<file path="src/sv/fpr_pkg.sv">
// fpr_pkg: shared types and codes for the queue with positional remove.
// No dependencies; used by fpr_ctrl, fpr_dp and the top level.
`timescale 1ns / 1ps
`default_nettype none

package fpr_pkg;

  // result status codes
  localparam logic [1:0] ST_OK    = 2'd0;
  localparam logic [1:0] ST_FULL  = 2'd1;
  localparam logic [1:0] ST_EMPTY = 2'd2;
  localparam logic [1:0] ST_RANGE = 2'd3;

  // item kinds
  localparam logic KIND_PUSH   = 1'b0;
  localparam logic KIND_REMOVE = 1'b1;

  // controller -> datapath
  typedef struct packed {
    logic       push_en;    // append value at tail
    logic       remove_en;  // take out entry at position, close gap
    logic       load;       // capture result registers
    logic [1:0] status;     // status of the current item
  } cmd_t;

  // datapath -> controller
  typedef struct packed {
    logic full;     // occupancy == DEPTH
    logic empty;    // occupancy == 0
    logic pos_bad;  // position past tail or past DEPTH
  } flags_t;

endpackage

`default_nettype wire

</file>
<file path="src/sv/fpr_ctrl.sv">
// fpr_ctrl: controller; decodes an item against queue flags and drives the result strobe.
// Depends on fpr_pkg.
`timescale 1ns / 1ps
`default_nettype none

module fpr_ctrl (
  input  wire logic            clk,
  input  wire logic            rst,
  input  wire logic            start,
  input  wire logic            kind,
  input  fpr_pkg::flags_t      flags,
  output fpr_pkg::cmd_t        cmd,
  output logic                 done
);
  import fpr_pkg::*;

  localparam logic S_IDLE = 1'b0;
  localparam logic S_RESP = 1'b1;

  logic state;
  logic state_next;

  always_comb begin
    cmd = '0;
    cmd.load = start;
    if (kind == KIND_PUSH) begin
      if (flags.full) begin
        cmd.status = ST_FULL;
      end else begin
        cmd.status  = ST_OK;
        cmd.push_en = start;
      end
    end else begin
      if (flags.empty) begin
        cmd.status = ST_EMPTY;
      end else if (flags.pos_bad) begin
        cmd.status = ST_RANGE;
      end else begin
        cmd.status    = ST_OK;
        cmd.remove_en = start;
      end
    end
  end

  // one response cycle follows every accepted item
  always_comb begin
    unique case (state)
      S_IDLE:  state_next = start ? S_RESP : S_IDLE;
      S_RESP:  state_next = start ? S_RESP : S_IDLE;
      default: state_next = S_IDLE;
    endcase
  end

  always_ff @(posedge clk) begin
    if (rst) begin
      state <= S_IDLE;
    end else begin
      state <= state_next;
    end
  end

  assign done = (state == S_RESP);

endmodule

`default_nettype wire

</file>
<file path="src/sv/fpr_dp.sv">
// fpr_dp: datapath; entry registers with parallel gap-closing shift, occupancy, result registers.
// Depends on fpr_pkg.
`timescale 1ns / 1ps
`default_nettype none

module fpr_dp #(
  parameter int DEPTH = 16
) (
  input  wire logic               clk,
  input  wire logic               rst,
  input  wire logic signed [31:0] value,
  input  wire logic        [3:0]  position,
  input  fpr_pkg::cmd_t           cmd,
  output fpr_pkg::flags_t         flags,
  output logic signed      [31:0] removed_value,
  output logic             [1:0]  status,
  output logic             [4:0]  entry_count
);
  import fpr_pkg::*;

  localparam int AW = (DEPTH > 1) ? $clog2(DEPTH) : 1;
  localparam int CW = $clog2(DEPTH + 1);
  localparam int PW = CW + 4;

  function automatic logic [PW-1:0] count_next_ext(input logic [CW-1:0] c);
    count_next_ext = {4'b0, c};
  endfunction

  logic signed [31:0] entries [DEPTH];
  logic [CW-1:0]      count;
  logic [CW-1:0]      count_next;
  logic [PW-1:0]      pos_ext;
  logic [PW-1:0]      count_ext;
  logic [PW+4:0]      count_wide;
  logic signed [31:0] rd_data;

  assign pos_ext   = {{CW{1'b0}}, position};
  assign count_ext = {4'b0, count};

  assign flags.full    = (count == CW'(DEPTH));
  assign flags.empty   = (count == '0);
  assign flags.pos_bad = (pos_ext >= count_ext) || (pos_ext >= PW'(DEPTH));

  // position is in range whenever it is read for a successful remove
  assign rd_data = entries[pos_ext[AW-1:0]];

  always_comb begin
    count_next = count;
    if (cmd.push_en) begin
      count_next = count + 1'b1;
    end else if (cmd.remove_en) begin
      count_next = count - 1'b1;
    end
  end

  always_ff @(posedge clk) begin
    for (int i = 0; i < DEPTH; i++) begin
      if (cmd.push_en && (count == CW'(i))) begin
        entries[i] <= value;
      end else if (cmd.remove_en && (PW'(i) >= pos_ext) && (i < DEPTH - 1)) begin
        entries[i] <= entries[(i < DEPTH - 1) ? i + 1 : i];
      end
    end
  end

  always_ff @(posedge clk) begin
    if (rst) begin
      count <= '0;
    end else begin
      count <= count_next;
    end
  end

  assign count_wide = {5'b0, count_next_ext(count_next)};

  always_ff @(posedge clk) begin
    if (cmd.load) begin
      removed_value <= cmd.remove_en ? rd_data : 32'sd0;
      status        <= cmd.status;
      entry_count   <= count_wide[4:0];
    end
  end

endmodule

`default_nettype wire

</file>
<file path="src/sv/fifo_with_positional_remove_top.sv">
// fifo_with_positional_remove_top: ordered queue of signed 32-bit values with
// remove-at-position. Depends on fpr_pkg, fpr_ctrl and fpr_dp.
//
//  channel | handshake          | payload
//  --------+--------------------+---------------------------------------------
//  item in | start & !busy      | kind, value, position
//  result  | done (1-cycle)     | removed_value, status, entry_count
//
// One item per clock: an item accepted at an edge updates the entry registers
// and occupancy at that same edge, and its result is shown with done for
// exactly the following cycle. The gap-closing shift acts on all entries at
// once, so busy stays low. Synchronous reset empties the queue; entry
// contents are not cleared. The receiver cannot stall; results are not held.
`timescale 1ns / 1ps
`default_nettype none

module fifo_with_positional_remove_top #(
  parameter int DEPTH = 16
) (
  input  wire logic               clk,
  input  wire logic               rst,
  input  wire logic               start,
  output logic                    busy,
  input  wire logic               kind,
  input  wire logic signed [31:0] value,
  input  wire logic        [3:0]  position,
  output logic                    done,
  output logic signed      [31:0] removed_value,
  output logic             [1:0]  status,
  output logic             [4:0]  entry_count
);
  import fpr_pkg::*;

  cmd_t   cmd;
  flags_t flags;
  logic   start_acc;

  // the queue takes an item every cycle
  assign busy      = 1'b0;
  assign start_acc = start & ~busy;

  // decode: status from kind and queue flags, enables for the datapath
  fpr_ctrl u_ctrl (
    .clk   (clk),
    .rst   (rst),
    .start (start_acc),
    .kind  (kind),
    .flags (flags),
    .cmd   (cmd),
    .done  (done)
  );

  // storage, occupancy and result registers
  fpr_dp #(
    .DEPTH (DEPTH)
  ) u_dp (
    .clk           (clk),
    .rst           (rst),
    .value         (value),
    .position      (position),
    .cmd           (cmd),
    .flags         (flags),
    .removed_value (removed_value),
    .status        (status),
    .entry_count   (entry_count)
  );

`ifndef SYNTHESIS
  // every accepted item gets its result in the next cycle
  a_resp_follows: assert property (@(posedge clk) disable iff (rst)
    start_acc |=> done)
    else $error("result strobe missing after accepted item");

  // no result without an item
  a_no_spurious: assert property (@(posedge clk) disable iff (rst)
    !start_acc |=> !done)
    else $error("result strobe without an accepted item");

  // a refused item or a push returns zero
  a_zero_value: assert property (@(posedge clk) disable iff (rst)
    done && ((status != ST_OK) || !$past(kind)) |-> removed_value == 32'sd0)
    else $error("nonzero value on push or refused remove");

  // a full status only ever follows a push
  a_full_status: assert property (@(posedge clk) disable iff (rst)
    done && (status == ST_FULL) |-> $past(kind) == KIND_PUSH)
    else $error("full status on a remove");
`endif

endmodule

`default_nettype wire
</file>
<file path="config.mk">
export PLATFORM = sky130hd
export DESIGN_NAME = fifo_with_positional_remove_top
export DESIGN_NICKNAME = d
export VERILOG_FILES = /design/src/sv/fpr_pkg.sv /design/src/sv/fpr_ctrl.sv /design/src/sv/fpr_dp.sv /design/src/sv/fifo_with_positional_remove_top.sv
export SDC_FILE = /design/constraint.sdc
export NUM_CORES = 1
export LEC_CHECK = 0
export ABC_CLOCK_PERIOD_IN_PS = 16200
export BUFFER_PORTS_ARGS = -buffer_cell sky130_fd_sc_hd__buf_2
export CAP_MARGIN = 20
export CELL_PAD_IN_SITES_DETAIL_PLACEMENT = 0
export CELL_PAD_IN_SITES_GLOBAL_PLACEMENT = 1
export CORE_AREA = 4 4 224 226
export CTS_CLUSTER_DIAMETER = 50
export DETAILED_ROUTE_END_ITERATION = 16
export DIE_AREA = 0 0 228 230
export HOLD_SLACK_MARGIN = 0.06
export PLACE_DENSITY = 0.83
export RECOVER_POWER = 50
export SLEW_MARGIN = 5
export SYNTH_ARGS = -nofsm -noshare
export SYNTH_HDL_FRONTEND = slang
export SYNTH_HIERARCHICAL = 1
export SYNTH_SLANG_ARGS = --single-unit
</file>
<file path="constraint.sdc">
create_clock -name clk -period 16.2 [get_ports clk]
set_input_delay 3.24 -clock clk [delete_from_list [all_inputs] [get_ports clk]]
set_output_delay 3.24 -clock clk [all_outputs]
set_load 0.01 [all_outputs]
</file>
Word level (Yosys, flattened, before mapping)
Memories as Yosys holds them, arrays and structs flattened. A register that Yosys moved wholly into a read port is not among the register bits.
Index checks and enable logic that the tools add are counted.
W data, S select, Z words.
- output and inout bits: 41
- memories kept: 1
- logic and storage cells: 197
- memory bits (writable): 512
- latch bits: 0
- memory bits (read-only): 0
- input bits: 40
- bits in registers: 13
- add/sub/neg operators: 2
- muxes and demuxes: 107
- divide/modulo/power cells: 0
- bitwise gates (word level): 15
- reduce and logical (&&, ||, !) cells: 35
- $mul: 0
- shifts and indexed selects: 0
- eq/ne operators: 16
- order comparisons: 17
- memories (name ; depth ; bits a word ; read ports ; clocked after memory_dff ; write ports ; line ; source):
    u_dp.entries ; 16 ; 32 ; 16 ; 1 ; 15 ; fpr_dp.sv:29 ; logic signed [31:0] entries [DEPTH];
- operators with widths (cell ; count):
    $mux W32 ; 16
    $mux W1 ; 85
    $eq A5 B4 Y1 const B ; 8
    $reduce_or A32 Y1 ; 1
    $logic_and A1 B1 Y1 ; 31
    $ge A4 B4 Y1 const A ; 7
    $eq A5 B3 Y1 const B ; 4
    $ge A3 B4 Y1 const A ; 4
    $or A1 B1 Y1 ; 15
    $eq A5 B2 Y1 const B ; 2
    $mux W5 ; 2
    $ge A1 B4 Y1 const A ; 2
    $ge A2 B4 Y1 const A ; 2
    $mux W2 ; 3
    $add A5 B1 Y5 const B ; 1
    $eq A5 B1 Y1 const B ; 1
    $eq A5 B5 Y1 const B ; 1
    $ge A4 B5 Y1 ; 1
    $ge A4 B5 Y1 const B ; 1
    $logic_not A5 Y1 ; 1
    $sub A5 B1 Y5 const B ; 1
    $mux W4 ; 1
    $logic_not A1 Y1 ; 1
    $logic_or A1 B1 Y1 ; 1

Longest topological paths before layout
- depth after elaboration: 11
- gate-level depth with buffers: 16
- mapped depth without buffers: 11

Modules after synthesis
Netlist, hierarchy kept.
- by module, submodules not included (module ; sequential area each (µm²) ; instances ; area each (µm²) ; cells an instance):
    fpr_dp ; 16646.0 ; 1 ; 27604.0 ; 1627
    fpr_ctrl ; 20.0 ; 1 ; 76.3 ; 10
    fifo_with_positional_remove_top ; 0.0 ; 1 ; 11.3 ; 2

Worst setup path after synthesis
No wires, ideal clock.
- kind: input-to-reg
- start point: in position[0]
- end point: mem u_dp.entries[3][0], enable pin
- data arrival time: 7605 ps
- setup time: 466 ps
- data required time: 15734 ps
- setup slack: 8129 ps
- stages on the path: 14
- buffers on the path: 5
- path through: buf_6 -> buf_4 -> inv_1 -> ha_1 -> nand2b_1 -> a21o_1 -> a211oi_1 -> nor3_1 -> nor3_2 -> buf_4 -> nand2b_4 -> buf_6 -> clkbuf_1 -> o21ai_0
- RTL lines (element ; line ; source):
    from (decl) ; fifo_with_positional_remove_top.sv:26 ; input wire logic [3:0] position,
    to (decl) ; fpr_dp.sv:29 ;

==> results.md <==
- Chip Width: 228 um
- Max-slew violations: 246
- Crit path largest cell delay: 2120 ps
- H-tree lvl count: 3
- Seq/Total Area, Yosys: 60.2%
- Worst vdd ir: 0.0842 mV
- Final setup TNS: 0 ps
- I/O Buffers: 79
- P_leak: 10.2 nW
- I/O pin cnt: 81
- Worst r2r src: u_dp/count[0]
- Post-CTS Setup Bufs: 0
- First-pass GRT wire length: 103000 um
- Crit. End Element: flop
- Fillers: 3530
- Crit Reg-Reg Endpoint: u_dp/entries[1][19]
- Initial Util: 57.3%
- FF-to-FF setup slack: 10160 ps
- Pint: 2.67 mW
- Relative slew slack: -104%
- Flop pwr share: 48.5%
- Crit share post-route: 66.0%
- WP data arrival: 11020 ps
- Clk_lat worst skew: 590 ps
- Syn Nets: 1688
- Avg Cell Area, Syn: 16.9 um^2
- Hold Vio Cnt, Final: 0
- Fin Hold WS: 557 ps
- Reg2Reg Depth: 12
- Clk buf depth: 3
- Clk pwr share: 42.5%
- Initial antenna violation count: 5
- Critical path peak fanout: 38
- Hold-fix buffers, CTS: 0
- DIE AREA: 52400 um^2
- Combinational power share: 9.0%
- Pwr/cell area: 114 nW/um^2
- Final setup violation count: 0
- GRT Total Usage: 25.8%
- Clock Sinks: 557
- Final Power: 3.45 mW
- Layout cells sized above 1: 42.1%
- CP required: 16520 ps
- Final worst setup slack: 5510 ps
- Drt initial violations: 1326
- Most frequent cells in the layout: edfxtp_1 (551), mux2_2 (488), clkbuf_1 (97), clkbuf_16 (71)
- Number of synthesized flops with an enable pin: 551
- Status: finished, violations left
- Worst slew pin tran: 3060 ps
- Hold depth: 1
- Post-Synthesis Cells: 1639
- Final HPWL DP: 40500 um
- Worst setup SP type: primary input
- Most common cell after layout, fill and taps aside: edfxtp_1
- CTS tree: built
- Clock slew seen by the registers of the worst setup and hold paths: 60 ps
- Setup CP Type: in2reg
- # nets final: 1730
- CTS buffer count: 67
- Final Wtd Congestion: 0.796
- Multi-input gate area in the final layout: 10100 um^2
- Antenna Nets Post-Route: 0
- YS warnings: 6
- DRC errors left: 0
- Psw: 0.778 mW
- Synth cell types: 56
- Ys async rst share: 0%
- Top achievable clock speed: 93.5 MHz
- Drt first pass iters: 5
- Synthesized cell area: 27700 um^2
- # diodes: 0
- PostCTS Resize Cnt: 0
- Via count: 15307
- Layout area overhead: 9.70%
- RSZ-0062 raised after global routing: false
- Core footprint: 48300 um^2
- Overflow after GRT: 0
- Failing checks: max-capacitance violations, max-slew violations
- Vias in the first global route: 15925
- Worst path slowest cell: clkbuf_1
- WL/cell: 29.1 um
- Flops & latches, synth: 557
- Worst path cell trace: clkbuf_1 -> inv_1 -> ha_1 -> nand2b_1 -> a21o_1 -> a211oi_1 -> nor3_1 -> nor3_2 -> clkbuf_1 -> nand2b_1 -> nor2_4 -> nand3b_1 -> buf_4 -> mux2_2
- Worst Hold Class: reg2reg
- Min Tclk post-route: 10690 ps
- Max Cap Viol: 9
- Pre-CTS WS: 8180 ps
- Switching Fraction: 22.5%
- Pin count of the biggest net entering global routing: 144
- Final wirelength: 68500 um
- HP Start: u_dp/entries[1][3]
- Top FF cell, synth: edfxtp_1
- Register Area: 16700 um^2
- Root Driver: clkbuf_16
- Via/cell ratio: 6.51
- Clock skew: 27.1 ps
- Die Y: 230 um
- Post-Place Cells: 2228
- Hold Path End: u_dp/entries[0][3]
- Finished Layout Cells: 2353
- Num rows: 81
-- critical path, delay by kind of cell --
kind,cells,cell delay [ps]
compound gates,2,400
buf+inv,4,3470
fa+ha+maj,1,410
mux,1,320
simple gates,6,3130
-- through the flow --
step / cell area [um^2] / util [%]
global placement: 28300 / 58.6
floorplan: 27700 / -
finish: 30400 / 62.8
global route: 30400 / 62.8
detailed placement: 28300 / 58.6
CTS: 30500 / 63.1
-- cell type report --
type | count | area share [%]
Inverter | 7 | 0.0865
Tap cell | 622 | 2.56
Clock inverter | 35 | 1.06
Multi-Input combinational cell | 931 | 33.3
Timing Repair Buffer | 117 | 2.06
Sequential cell | 557 | 54.9
Clock buffer | 84 | 6.04
-- layer usage --
| layer | vias up | track usage (%) | share of wire, % |
|---|---|---|---|
| li1 | 6663 | - | - |
| met1 | 7990 | 35.0 | 41 |
| met2 | 556 | 43.7 | 50 |
| met3 | 90 | 4.36 | 7.5 |
| met4 | 8 | 7.35 | 2.3 |
| met5 | - | 0 | 0.057 |
-- how the worst max path moves through the flow --
stage / to / startpoint / cells past startpoint / slack, ps
after floorplan: u_dp/entries[3][0] / position[0] / 14 / 8130
after global placement: u_dp/entries[0][13] / position[0] / 13 / 8230
after detailed placement: u_dp/entries[0][13] / position[0] / 13 / 8180
after CTS: u_dp/entries[0][13] / position[0] / 13 / 8790
after global routing: u_dp/entries[1][21] / position[0] / 14 / 5010
final: u_dp/entries[1][19] / position[0] / 14 / 5510
-- power by group through the flow --
| stage | clock network (mW) | registers, mW | logic (mW) |
|---|---|---|---|
| 6_report | 1.47 | 1.68 | 0.309 |
| 4_1_cts | 1.50 | 1.67 | 0.312 |
| 3_5_place_dp | 0 | 1.70 | 0.311 |
| 5_1_grt | 1.56 | 1.68 | 0.331 |
| 2_1_floorplan | 0 | 1.70 | 0.225 |
| 3_3_place_gp | 0 | 1.70 | 0.303 |
-- registers in the layout, indices dropped and copies added, names as in the netlist --
signal and cells:
u_dp/status 2, u_dp/entry_count 5, u_ctrl/done 1, u_dp/entries 512, u_dp/removed_value 32, u_dp/count 5
-- cell usage after synthesis, types with 3 or more instances --
library cell  count  area (um^2)
mux2i_1          64          641
buf_4            34          255
a22oi_1          64          480
inv_1             7         26.3
nand2b_1          3         18.8
xnor2_1           3         26.3
edfxtp_1        551        16500
clkbuf_1         19         71.3
ha_1              9          113
o21ai_1          32          160
buf_8             4         60.1
a21o_1            4         30.0
nand2_1          37          139
buf_2            33          165
buf_6            20          225
dfxtp_1           6          120
nand3_1          13         65.1
nor2b_1           9         56.3
mux2_1           24          270
mux2_2          490         5520
o221ai_1         32          280
mux2_4           30          450
buf_1            32          120
mux4_2           64         1440
nor2_1            7         26.3
o21ai_0           7         35.0
-- kinds of logic (layout without fill, tap and decap cells) --
logic type | count (synthesis) | count (layout) | synth area share (%)
XOR/XNOR | 3 | 3 | 0.0949
AO/OA/AOI/OAI | 152 | 152 | 4.02
multiplexers | 672 | 672 | 30.0
buffers and inverters | 151 | 243 | 3.42
flip-flops | 557 | 557 | 60.2
AND/OR/NAND/NOR | 94 | 94 | 1.81
other | 1 | 1 | 0.0135
adder cells (fa/ha/maj) | 9 | 9 | 0.407
(Power assumes the default switching activity.)
